### src/rtl/bfsp_pkg.sv
// Package for the Bellman-Ford shortest path unit.
// Holds the fixed sizes, opcodes, sequencer states and payload structs.
// No dependencies.
package bfsp_pkg;

    localparam int NUM_VERTICES = 16;
    localparam int VERT_BITS    = 4;
    localparam int EDGE_BITS    = 2 * VERT_BITS;
    localparam int NUM_EDGES    = NUM_VERTICES * NUM_VERTICES;
    localparam int WEIGHT_BITS  = 16;
    localparam int DIST_BITS    = 24;

    localparam logic signed [DIST_BITS-1:0] DIST_MAX = {1'b0, {(DIST_BITS-1){1'b1}}};
    localparam logic signed [DIST_BITS-1:0] DIST_MIN = {1'b1, {(DIST_BITS-1){1'b0}}};

    localparam logic OP_LOAD = 1'b0;
    localparam logic OP_RUN  = 1'b1;

    typedef enum logic [2:0] {
        ST_IDLE,
        ST_READ,
        ST_EVAL,
        ST_OUT_READ,
        ST_OUT_LOAD,
        ST_OUT_WAIT
    } state_t;

    typedef struct packed {
        logic                          opcode;
        logic [VERT_BITS-1:0]          row;
        logic [VERT_BITS-1:0]          col;
        logic signed [WEIGHT_BITS-1:0] weight;
        logic [VERT_BITS-1:0]          source_vertex;
    } in_item_t;

    typedef struct packed {
        logic [VERT_BITS-1:0]        vertex;
        logic signed [DIST_BITS-1:0] distance;
        logic                        reachable;
        logic [VERT_BITS-1:0]        parent;
        logic                        has_parent;
        logic                        negative_cycle;
        logic                        last;
    } out_item_t;

    typedef struct packed {
        logic                        improve;
        logic signed [DIST_BITS-1:0] cand;
    } alu_result_t;

endpackage

### src/rtl/bfsp_alu.sv
// Shared relaxation unit: saturating distance add and improvement compare.
// Depends on bfsp_pkg.
module bfsp_alu (
    input  logic signed [bfsp_pkg::DIST_BITS-1:0]   dist_a,
    input  logic signed [bfsp_pkg::DIST_BITS-1:0]   dist_b,
    input  logic signed [bfsp_pkg::WEIGHT_BITS-1:0] weight,
    input  logic                                    edge_ok,
    input  logic                                    reach_b,
    output bfsp_pkg::alu_result_t                   result
);

    localparam int SUM_BITS = bfsp_pkg::DIST_BITS + 1;

    logic signed [SUM_BITS-1:0]            sum;
    logic signed [bfsp_pkg::DIST_BITS-1:0] cand;

    assign sum = SUM_BITS'(dist_a) + SUM_BITS'(weight);

    always_comb begin
        priority if (sum > SUM_BITS'(bfsp_pkg::DIST_MAX)) begin
            cand = bfsp_pkg::DIST_MAX;
        end else if (sum < SUM_BITS'(bfsp_pkg::DIST_MIN)) begin
            cand = bfsp_pkg::DIST_MIN;
        end else begin
            cand = sum[bfsp_pkg::DIST_BITS-1:0];
        end
    end

    // An unreached end vertex counts as infinitely far, so any real edge improves it.
    assign result.cand    = cand;
    assign result.improve = edge_ok && (!reach_b || (cand < dist_b));

endmodule

### config.mk
export PLATFORM = sky130hd
export DESIGN_NAME = bfsp_alu
export DESIGN_NICKNAME = d
export VERILOG_FILES = /design/src/rtl/bfsp_pkg.sv /design/src/rtl/bfsp_alu.sv
export SDC_FILE = /design/constraint.sdc
export NUM_CORES = 1
export LEC_CHECK = 0
export BUFFER_PORTS_ARGS = -buffer_cell sky130_fd_sc_hd__buf_2
export CAP_MARGIN = 25
export CORE_MARGIN = 2
export CORE_UTILIZATION = 50
export DETAILED_ROUTE_END_ITERATION = 8
export GPL_TIMING_DRIVEN = 0
export PLACE_DENSITY = 0.95
export SLEW_MARGIN = 20
export SYNTH_ARGS = -nofsm -noshare
export SYNTH_HDL_FRONTEND = slang
export SYNTH_SLANG_ARGS = --single-unit
export TNS_END_PERCENT = 100
### constraint.sdc
create_clock -name vclk -period 5.83
set_clock_uncertainty 0.2 [all_clocks]
set_input_delay 0.583 -clock vclk [all_inputs]
set_output_delay 0.583 -clock vclk [all_outputs]
set_load 0.01 [all_outputs]
Yosys cells after proc, flatten, opt, wreduce, memory -nomap -nowiden

Index checks and enable logic that the tools add are counted.

Output and inout bits: 25
Register bits: 0
Word-level logic and storage cells: 9
Input port bits: 66

$lt $le $gt $ge: 3
Multiplexer cells: 2
Reductions and logical operators: 3
Add/subtract/negate cells: 1

Operators by type and width:

| cell                                                                   | count |
|---|---|
| 24-bit 2-to-1 mux                                                      | 2 |
| 24-bit by 16-bit adder with 25-bit output                              | 1 |
| 25-bit by 24-bit > comparator with 1-bit output, second input constant | 1 |
| 25-bit by 24-bit < comparator with 1-bit output, second input constant | 1 |
| 24-bit < comparator                                                    | 1 |
| 1-bit logical AND                                                      | 1 |
| 1-bit zero test                                                        | 1 |
| 1-bit logical OR                                                       | 1 |

Longest topological paths before layout

Gate-level depths: netlist of run 1.

Word-level depth: 7
Depth in mapped cells: 21
Gate-level depth less buffers: 21

Least setup slack after synthesis of run 1

Ideal clock, no wire load.

Path kind: input -> output
From: in dist_a[0] in the netlist's numbering
To: out result[24] in the netlist's numbering
Slack: 0.706 ns
Stages on the path: 20
Buffers on the path: 1
Arrival: 4.341 ns
Required time: 5.047 ns
Cell sequence: ha_1 inv_1 fa_1 nand2b_1 a21oi_1 a221oi_1 nand2_1 a211o_1 o22ai_4 buf_2 o21ai_0 ha_1 nand4_1 or3_1 or3_1 o211ai_1 a41oi_1 o41a_1 xor2_1 a21boi_1

RTL lines:

| element            | line          | source |
|---|---|---|
| start: declaration | bfsp_alu.sv:4 | `input logic signed [bfsp_pkg::DIST_BITS-1:0] dist_a,` |
| end: declaration   | bfsp_alu.sv:9 | `output bfsp_pkg::alu_result_t result` |

==> run_results.csv, run 1 <==
group,metric,value,unit
finish,area_delta_synth_final,29.0,%
critical_path,critPathLaunchType,"primary input",
critical_path,critical_path_class,"in -> out",
logic_synthesis,netlist_area,0.00196,mm2
sta,setup_viol_count_final,0,
finish,layout.clock_buffers,0,
logic_synthesis,synth.lib_cells_used.distinct,49,
finish,nets,483,
min_path,hold_depth,3,
drt,wl,5850,um
floorplanning,num_io_pins,91,
pwr,internal_dissipation,179,uW
critical_path,worstSetupEndpointType,"output port",
sta,post-route-min-period,5.69,ns
pwr,combPwrFrac,100.0,%
logic_synthesis,synth_top_area_cell,"sky130_fd_sc_hd__ha_1",
min_path,holdCritStartpoint,"reach_b",
global_route,globalRouteTotalUtil,24.9,%
floorplanning,die-area,0.00445,mm2
floorplanning,floorplan.die.height,66.7,um
pwr,p_sw,230,uW
global_route,grt_first_pass_wirelength,9040,um
critical_path,cp_common_cell,"sky130_fd_sc_hd__a21oi_1",
pwr,sw_frac_of_total,56.2,%
critical_path,timing.critical_path.from,"dist_a[0]",
logic_synthesis,most_area_consuming_cells_after_synthesis,"sky130_fd_sc_hd__ha_1 30%, sky130_fd_sc_hd__a21oi_1 12%, sky130_fd_sc_hd__inv_1 7.5%, sky130_fd_sc_hd__xor2_1 5.8%, sky130_fd_sc_hd__a21o_1 4.6%",
logic_synthesis,postSynthAreaPerCell,7.14,um2
finish,proportion_of_layout_cells_with_a_drive_suffix_above_1,31.3,%
floorplanning,placementRows,22,
floorplanning,floorplan.initialDensity,52.9,%
pwr,vdd_drop_max,0.0863,mV
min_path,hold_path_end,"result[24]",
placement,numPortBuffers,91,
clocking,number_of_hold_buffers_added_after_cts,0,
finish,final-instance-count-excl-fill,415,
critical_path,critPathArrivalTime,4.91,ns
finish,register_area,0,um2
sta,worst_slew_pin_slew,0.365,ns
placement,dp.cells,414,
drt,dr_total_vias,2403,
sta,drv_slew,0,
drt,drt_first_pass_iters,5,
finish,commonest_non_fill_non_tap_cells_in_the_layout,"92 x sky130_fd_sc_hd__buf_2, 48 x sky130_fd_sc_hd__a21oi_1, 47 x sky130_fd_sc_hd__ha_1, 39 x sky130_fd_sc_hd__inv_1, 16 x sky130_fd_sc_hd__o21ai_0",
critical_path,path_cells,"buf_2 -> ha_1 -> inv_1 -> fa_1 -> nand2b_1 -> a21oi_1 -> a221oi_2 -> a21oi_1 -> nand3b_1 -> a31o_2 -> a21oi_1 -> xnor2_1 -> a21oi_1 -> ha_1 -> nand3_1 -> or3_1 -> or3_1 -> o211ai_1 -> a41oi_1 -> o41a_1 -> xor2_1 -> a21boi_1 -> buf_2",
finish,antennaDiodeCount,0,
logic_synthesis,synth.yosys.warnings,0,
logic_synthesis,synth_fp_nets,389,
drt,final_antenna_net_count,0,
placement,dp_hpwl,4860,um
pwr,seqPwrFrac,0,%
logic_synthesis,synth_cells,275,
run_status,outcome,"finished, final reports clean",
critical_path,worst-path-buf-inv,3,
sta,worst_slew_margin_rel,75.4,%
critical_path,kind_of_cell_adding_the_most_delay_to_the_critical_path,"compound AO/OA/AOI/OAI gates",
global_route,largest_net_degree_at_the_start_of_global_routing,11,
logic_synthesis,seq_area_frac_synth,0,%
critical_path,worstPathMaxFanout,3,
global_route,grt_antenna_before_repair,0,
logic_synthesis,post_synth_top_area_share,29.9,%
finish,filler_cell_count,307,
pwr,clockPowerShare,0,%
sta,max_clock_freq,0.176,GHz
floorplanning,fp.coreArea,0.00372,mm2
finish,n_sequential_cell,0,
pwr,power,409,uW
drt,drt-initial-drc-count,121,
critical_path,critical_path.slowest_cell,"sky130_fd_sc_hd__or3_1",
drt,post_drt_wl_per_cell,14.1,um
finish,most_common_cell_after_layout_fill_and_taps_aside,"sky130_fd_sc_hd__buf_2",
critical_path,crit_path_required_time,5.05,ns
pwr,total_leakage_power,0.00139,uW
critical_path,worst_path_largest_cell_delay,0.39,ns
drt,post-route-drc-count,0,
min_path,timing.hold.worst.class,"in -> out",
drt,vias_per_cell,5.79,
sta,layout_worst_path_cycle_share,97.6,%
global_route,grt_remaining_overflow,0,
pwr,cellPowerDensity,162,mW/mm2
sta,hold_slack,1.22,ns
flow_run,cap_violations,0,
sta,hold_viol,0,
global_route,grt_pass1_vias,2239,
placement,finalWeightedCongestion,0.863,
floorplanning,die_x,66.7,um
==> Yosys cell counts, types with 2 or more instances <==
library cell / count
sky130_fd_sc_hd__a211oi_2: 2
sky130_fd_sc_hd__a21o_1: 12
sky130_fd_sc_hd__a21oi_1: 48
sky130_fd_sc_hd__buf_2: 5
sky130_fd_sc_hd__ha_1: 47
sky130_fd_sc_hd__inv_1: 39
sky130_fd_sc_hd__nand2_1: 14
sky130_fd_sc_hd__nand2b_1: 5
sky130_fd_sc_hd__nand3_1: 5
sky130_fd_sc_hd__nand4_1: 3
sky130_fd_sc_hd__nor2_1: 10
sky130_fd_sc_hd__o211ai_1: 4
sky130_fd_sc_hd__o211ai_2: 2
sky130_fd_sc_hd__o21ai_0: 16
sky130_fd_sc_hd__o21ai_1: 4
sky130_fd_sc_hd__o21bai_1: 2
sky130_fd_sc_hd__o22ai_1: 2
sky130_fd_sc_hd__or3_1: 4
sky130_fd_sc_hd__xnor2_1: 9
sky130_fd_sc_hd__xor2_1: 13
==> through the flow <==
| step | TNS, ns | utilization [%] | instance area, um2 | worst slack [ns] |
|---|---|---|---|---|
| 3_3_place_gp | 0 | 66.7 | 2480 | 0.176 |
| 5_1_grt | -0.100 | 68.2 | 2530 | -0.100 |
| 4_1_cts | 0 | 66.9 | 2490 | 0.0822 |
| 3_5_place_dp | 0 | 66.7 | 2480 | 0.00384 |
| 2_1_floorplan | 0 | - | 1960 | 0.706 |
| 6_report | 0 | 68.2 | 2530 | 0.138 |
==> cell type report <==
type	instances	area (um2)	share of cell area, %
inverter	39	146	5.78
tap	48	60.1	2.37
buffer	5	42.5	1.68
multi-input combinational	231	1820	71.9
timing repair buffer	92	463	18.3
==> power groups by stage <==
stage,registers [uW],logic [uW],clock network (uW)
CTS,0,395,0
finish,0,409,0
detailed placement,0,392,0
global placement,0,377,0
floorplan,0,270,0
global route,0,453,0
==> cells by family after synthesis <==
kind of cell / Yosys count / synth area share [%]
and+or+nand+nor: 52 / 14.5
AOI/OAI and AO/OA: 108 / 35.5
xor gates and xnor gates: 22 / 9.81
muxes: 1 / 0.573
adders and majority gates: 48 / 31.0
buffers and inverters: 44 / 8.73
==> routing by layer <==
metal  wire, um  part of all wire, %  GRT usage [%]
met1       2320                   40           28.3
met2       2940                   50           48.8
met3        456                  7.8           2.70
met4        132                  2.3           5.87
met5          0                    0              0
==> how the worst max path moves through the flow <==
stage / end / cells after the start / slack (ns)
floorplan: result[24] / 20 / 0.71
global placement: result[24] / 22 / 0.18
detailed placement: result[24] / 22 / 0.004
CTS: result[24] / 22 / 0.08
global route: result[24] / 22 / -0.10
finish: result[24] / 23 / 0.14
==> worst min-delay path, cell delays in order <==
cell                       delay [ns]
sky130_fd_sc_hd__buf_2           0.07
sky130_fd_sc_hd__a21boi_1        0.04
sky130_fd_sc_hd__buf_2           0.13
==> what timing repair did <==
item	in CTS	in global routing
buffers inserted	0	1
resized for setup	1	11
cloned	0	0
endpoints found under the setup margin	1	1
pin swaps	0	1
Power figures use the tool's default switching activity.
==> run 2: changes to the inputs <==
--- a/config.mk
+++ b/config.mk
@@ -7,11 +7,13 @@
 export LEC_CHECK = 0
 export BUFFER_PORTS_ARGS = -buffer_cell sky130_fd_sc_hd__buf_2
 export CAP_MARGIN = 25
+export CORE_ASPECT_RATIO = 0.9
 export CORE_MARGIN = 2
 export CORE_UTILIZATION = 50
 export DETAILED_ROUTE_END_ITERATION = 8
 export GPL_TIMING_DRIVEN = 0
 export PLACE_DENSITY = 0.95
+export REMOVE_ABC_BUFFERS = 1
 export SLEW_MARGIN = 20
 export SYNTH_ARGS = -nofsm -noshare
 export SYNTH_HDL_FRONTEND = slang
==> run 2 against run 1 <==
  * Flip-flop and latch count unchanged
  * Critical path depth decreased by 1
  * Global-route usage decreased by 1.1 points
  * Critical endpoint unchanged
  * Largest cell class unchanged
==> run_results.csv, run 2 (synthesis gave the netlist of run 1 again) <==
group,metric,value,unit
drt,drt_first_pass_iters,4,
drt,post-route-drc-count,0,
sta,setup_viol_count_final,0,
pwr,combPwrFrac,100.0,%
floorplanning,fp.coreArea,0.00373,mm2
placement,finalWeightedCongestion,0.882,
clocking,number_of_hold_buffers_added_after_cts,0,
pwr,vdd_drop_max,0.0946,mV
drt,dr_total_vias,2267,
pwr,seqPwrFrac,0,%
floorplanning,floorplan.die.height,63.5,um
drt,vias_per_cell,5.54,
pwr,sw_frac_of_total,56.1,%
floorplanning,floorplan.initialDensity,52.6,%
pwr,cellPowerDensity,160,mW/mm2
critical_path,critPathArrivalTime,4.81,ns
sta,hold_slack,1.22,ns
global_route,grt_first_pass_wirelength,9030,um
global_route,grt_remaining_overflow,0,
finish,antennaDiodeCount,0,
critical_path,worstPathMaxFanout,12,
finish,most_common_cell_after_layout_fill_and_taps_aside,"sky130_fd_sc_hd__buf_2",
global_route,grt_antenna_before_repair,0,
placement,numPortBuffers,91,
critical_path,worstSetupEndpointType,"output port",
floorplanning,die_x,70.1,um
critical_path,critPathLaunchType,"primary input",
sta,worst_slew_pin_slew,0.391,ns
finish,register_area,0,um2
floorplanning,num_io_pins,91,
floorplanning,placementRows,21,
drt,post_drt_wl_per_cell,13.5,um
finish,commonest_non_fill_non_tap_cells_in_the_layout,"91 x sky130_fd_sc_hd__buf_2, 48 x sky130_fd_sc_hd__a21oi_1, 47 x sky130_fd_sc_hd__ha_1, 39 x sky130_fd_sc_hd__inv_1, 16 x sky130_fd_sc_hd__o21ai_0",
pwr,total_leakage_power,0.00137,uW
drt,final_antenna_net_count,0,
critical_path,critical_path_class,"in -> out",
finish,layout.clock_buffers,0,
sta,hold_viol,0,
sta,worst_slew_margin_rel,73.9,%
floorplanning,die-area,0.00445,mm2
sta,unrepaired_setup_endpoints_after_global_routing,"no",
finish,area_delta_synth_final,27.9,%
pwr,internal_dissipation,177,uW
min_path,timing.hold.worst.class,"in -> out",
pwr,clockPowerShare,0,%
finish,nets,479,
sta,layout_worst_path_cycle_share,96.0,%
pwr,power,402,uW
global_route,globalRouteTotalUtil,23.8,%
global_route,largest_net_degree_at_the_start_of_global_routing,23,
finish,proportion_of_layout_cells_with_a_drive_suffix_above_1,30.9,%
run_status,outcome,"finished, final reports clean",
global_route,grt_pass1_vias,2041,
pwr,p_sw,226,uW
drt,wl,5510,um
critical_path,crit_path_required_time,5.05,ns
finish,n_sequential_cell,0,
sta,drv_slew,0,
flow_run,cap_violations,0,
drt,drt-initial-drc-count,75,
placement,dp_hpwl,4610,um
sta,max_clock_freq,0.179,GHz
sta,post-route-min-period,5.60,ns
## run 2: cell count changes in the layout (fill, tap and decap cells not counted)
| cell | before | now |
|---|---|---|
| sky130_fd_sc_hd__buf_2 | 92 | 91 |
| sky130_fd_sc_hd__o22ai_4 | 1 | 2 |
| sky130_fd_sc_hd__buf_12 | 0 | 1 |
| sky130_fd_sc_hd__nor4_4 | 1 | 0 |
| sky130_fd_sc_hd__buf_4 | 1 | 0 |
| sky130_fd_sc_hd__a211o_4 | 1 | 0 |
| sky130_fd_sc_hd__a211o_2 | 0 | 1 |
| sky130_fd_sc_hd__clkbuf_4 | 2 | 0 |
| sky130_fd_sc_hd__nand2_1 | 14 | 13 |
| sky130_fd_sc_hd__nand2_4 | 1 | 2 |
| sky130_fd_sc_hd__buf_6 | 2 | 0 |
| sky130_fd_sc_hd__nor4_2 | 0 | 1 |
## run 2: area by class of cell
type | count | area [um2]
well taps | 46 | 57.6
inverters | 39 | 146
multi-input cells | 232 | 1830
repair buffers | 92 | 475
fillers | 359 | 1220
## run 2: critical path, stage by stage
cell	delay, ns
sky130_fd_sc_hd__buf_2	0.10
sky130_fd_sc_hd__ha_1	0.23
sky130_fd_sc_hd__inv_1	0.08
sky130_fd_sc_hd__fa_1	0.19
sky130_fd_sc_hd__nand2b_1	0.14
sky130_fd_sc_hd__a21oi_1	0.12
sky130_fd_sc_hd__a221oi_2	0.30
sky130_fd_sc_hd__nand2_1	0.15
sky130_fd_sc_hd__a211o_2	0.46
sky130_fd_sc_hd__o22ai_4	0.18
sky130_fd_sc_hd__buf_12	0.16
sky130_fd_sc_hd__o21ai_0	0.12
sky130_fd_sc_hd__ha_1	0.33
sky130_fd_sc_hd__nand4_1	0.13
sky130_fd_sc_hd__or3_1	0.38
sky130_fd_sc_hd__or3_1	0.34
sky130_fd_sc_hd__o211ai_1	0.18
sky130_fd_sc_hd__a41oi_1	0.06
sky130_fd_sc_hd__o41a_1	0.13
sky130_fd_sc_hd__xor2_1	0.16
sky130_fd_sc_hd__a21boi_1	0.15
sky130_fd_sc_hd__buf_2	0.15
## run 2: path summary, 6_finish.rpt
path,depth (start not counted),to,slack (ns),start
setup / recovery,22,result[24],0.23,dist_a[0]
hold / removal,3,result[24],1.22,reach_b
## run 2: per-layer routing
metal	vias up	track usage, %	share of wire (%)
met1	1004	33.4	47
met5	-	0	0
met4	0	0.962	0.51
li1	1183	-	-
met3	2	1.60	5.8
met2	78	42.0	46
## run 2: what timing repair did
item                                    CTS  global route
endpoints found under the hold margin     0             0
cloned                                    1             0
pin swaps                                 1             1
endpoints found under the setup margin    1             1
setup buffers                             0             1
resized for setup                         1             5
## run 2: through the flow
| stage | setup WS [ns] | area, um2 | instances | utilization (%) | TNS [ns] |
|---|---|---|---|---|---|
| 3_3_place_gp | -0.0967 | 2450 | 407 | 65.7 | -0.0967 |
| 5_1_grt | 0.00107 | 2510 | 409 | 67.3 | 0 |
| 4_1_cts | 0.0616 | 2470 | 408 | 66.1 | 0 |
| 2_1_floorplan | 0.591 | 1940 | 270 | - | 0 |
| 6_report | 0.233 | 2510 | 409 | 67.3 | 0 |
| 3_5_place_dp | -0.174 | 2450 | 407 | 65.7 | -0.174 |
## run 2: power by group through the flow
stage	Combinational [uW]	Clock, uW	Sequential [uW]
after global placement	376	0	0
final	402	0	0
after CTS	392	0	0
after global routing	449	0	0
after floorplan	266	0	0
after detailed placement	387	0	0
==> run 3: changes to the inputs <==
--- a/config.mk
+++ b/config.mk
@@ -12,7 +12,7 @@
 export CORE_UTILIZATION = 50
 export DETAILED_ROUTE_END_ITERATION = 8
 export GPL_TIMING_DRIVEN = 0
-export PLACE_DENSITY = 0.95
+export PLACE_DENSITY = 0.84
 export REMOVE_ABC_BUFFERS = 1
 export SLEW_MARGIN = 20
 export SYNTH_ARGS = -nofsm -noshare
==> run 3 against run 2 <==
  * Worst hold slack worse by 0.0062 ns
  * Combinational power barely moved
  * Cell area did not move
  * Via count grew 1.3%
  * Critical path depth unchanged
  * Flip-flop and latch count is the same
  * Count of clock-buffer cells in the layout did not move
  * Die area unchanged
  * Setup slack gained 0.064 ns
  * First-iteration DRC count rose by 92%
  * Sequential share of layout area unchanged
  * Fmax grew 1.2%
  * Critical endpoint unchanged
==> run_results.csv, run 3 (synthesis gave the netlist of run 1 again) <==
group,metric,value,unit
run_status,outcome,"finished, final reports clean",
critical_path,critPathLaunchType,"primary input",
pwr,cellPowerDensity,161,mW/mm2
drt,dr_total_vias,2296,
sta,worst_slew_margin_rel,72.3,%
min_path,timing.hold.worst.class,"in -> out",
placement,pre_cts_slack,-0.157,ns
critical_path,worstSetupEndpointType,"output port",
floorplanning,fp.coreArea,0.00373,mm2
critical_path,worstPathMaxFanout,12,
global_route,grt_remaining_overflow,0,
sta,hold_viol,0,
finish,layout.clock_buffers,0,
finish,antennaDiodeCount,0,
drt,wl,5420,um
drt,drt-initial-drc-count,144,
flow_run,cap_violations,0,
pwr,total_leakage_power,0.00137,uW
floorplanning,floorplan.initialDensity,52.6,%
sta,setup_viol_count_final,0,
placement,finalWeightedCongestion,0.879,
sta,drv_slew,0,
finish,proportion_of_layout_cells_with_a_drive_suffix_above_1,30.9,%
drt,post_drt_wl_per_cell,13.3,um
sta,worst_setup_slack_after_layout,0.297,ns
min_path,hold_path_end,"result[24]",
floorplanning,num_io_pins,91,
floorplanning,floorplan.die.height,63.5,um
global_route,largest_net_degree_at_the_start_of_global_routing,23,
critical_path,crit_path_required_time,5.05,ns
drt,post-route-drc-count,0,
placement,dp_hpwl,4470,um
sta,max_clock_freq,0.181,GHz
sta,post-route-min-period,5.53,ns
drt,vias_per_cell,5.61,
finish,n_sequential_cell,0,
finish,nets,479,
global_route,grt_antenna_before_repair,0,
drt,drt_first_pass_iters,6,
pwr,power,404,uW
placement,dp.cells,407,
finish,commonest_non_fill_non_tap_cells_in_the_layout,"91 x sky130_fd_sc_hd__buf_2, 48 x sky130_fd_sc_hd__a21oi_1, 47 x sky130_fd_sc_hd__ha_1, 39 x sky130_fd_sc_hd__inv_1, 16 x sky130_fd_sc_hd__o21ai_0",
pwr,vdd_drop_max,0.0928,mV
floorplanning,die_x,70.1,um
global_route,grt_pass1_vias,2132,
placement,numPortBuffers,91,
floorplanning,die-area,0.00445,mm2
finish,final_util,67.3,%
critical_path,critical_path_class,"in -> out",
critical_path,critPathArrivalTime,4.75,ns
min_path,hold_depth,3,
min_path,holdCritStartpoint,"reach_b",
clocking,number_of_hold_buffers_added_after_cts,0,
sta,hold_slack,1.22,ns
finish,most_common_cell_after_layout_fill_and_taps_aside,"sky130_fd_sc_hd__buf_2",
drt,final_antenna_net_count,0,
global_route,grt_first_pass_wirelength,9120,um
finish,area_delta_synth_final,27.9,%
finish,register_area,0,um2
floorplanning,placementRows,21,
finish,final-instance-count-excl-fill,409,
global_route,globalRouteTotalUtil,23.8,%
sta,layout_worst_path_cycle_share,94.9,%
sta,worst_slew_pin_slew,0.416,ns
run 3: cell counts in the layout (fill, tap and decap cells not counted):
No cell type changed its count.
run 3: metal layers:
layer	vias up	track usage [%]	share of wire, %
met3	2	0.480	6.0
li1	1188	-	-
met4	0	2.16	0.59
met1	1014	35.1	49
met2	92	40.1	45
met5	-	0	0
run 3: worst max-delay path by stage:
stage                            end       from  slack [ns]  cells past startpoint
after global placement    result[24]  dist_a[0]       -0.09                     21
after CTS                 result[24]  dist_a[0]        0.08                     21
after floorplan           result[24]  dist_a[0]        0.59                     19
after detailed placement  result[24]  dist_a[0]       -0.16                     21
final                     result[24]  dist_a[0]        0.30                     22
after global routing      result[24]  dist_a[0]      -0.006                     22
run 3: cell type report:
cell class                      instances  area, um2
Tap cell                               46       57.6
Multi-Input combinational cell        232       1830
Inverter                               39        146
Timing Repair Buffer                   92        475
Fill cell                             334       1220
run 3: where the power goes:
part / switching [uW] / leakage (uW) / internal (uW)
registers: 0 / 0 / 0
clock network: 0 / 0 / 0
logic: 226 / 0.00137 / 177
run 3: what timing repair did:
item | 4_1_cts | 5_1_grt
gates resized for setup | 1 | 5
setup endpoints to repair | 1 | 1
pin swaps | 1 | 1
buffers inserted | 0 | 1
gates cloned | 1 | 0
run 3: worst max-delay path, stage by stage:
cell,delay (ns)
sky130_fd_sc_hd__buf_2,0.10
sky130_fd_sc_hd__ha_1,0.22
sky130_fd_sc_hd__inv_1,0.08
sky130_fd_sc_hd__fa_1,0.19
sky130_fd_sc_hd__nand2b_1,0.14
sky130_fd_sc_hd__a21oi_1,0.12
sky130_fd_sc_hd__a221oi_2,0.27
sky130_fd_sc_hd__nand2_1,0.15
sky130_fd_sc_hd__a211o_2,0.46
sky130_fd_sc_hd__o22ai_4,0.18
sky130_fd_sc_hd__buf_12,0.16
sky130_fd_sc_hd__o21ai_0,0.12
sky130_fd_sc_hd__ha_1,0.32
sky130_fd_sc_hd__nand4_1,0.12
sky130_fd_sc_hd__or3_1,0.38
sky130_fd_sc_hd__or3_1,0.34
sky130_fd_sc_hd__o211ai_1,0.17
sky130_fd_sc_hd__a41oi_1,0.06
sky130_fd_sc_hd__o41a_1,0.14
sky130_fd_sc_hd__xor2_1,0.15
sky130_fd_sc_hd__a21boi_1,0.13
sky130_fd_sc_hd__buf_2,0.14
run 3: through the flow:
step	instance area [um2]	TNS [ns]
2_1_floorplan	1940	0
3_3_place_gp	2450	-0.0869
3_5_place_dp	2450	-0.157
4_1_cts	2470	0
5_1_grt	2510	-0.00585
6_report	2510	0
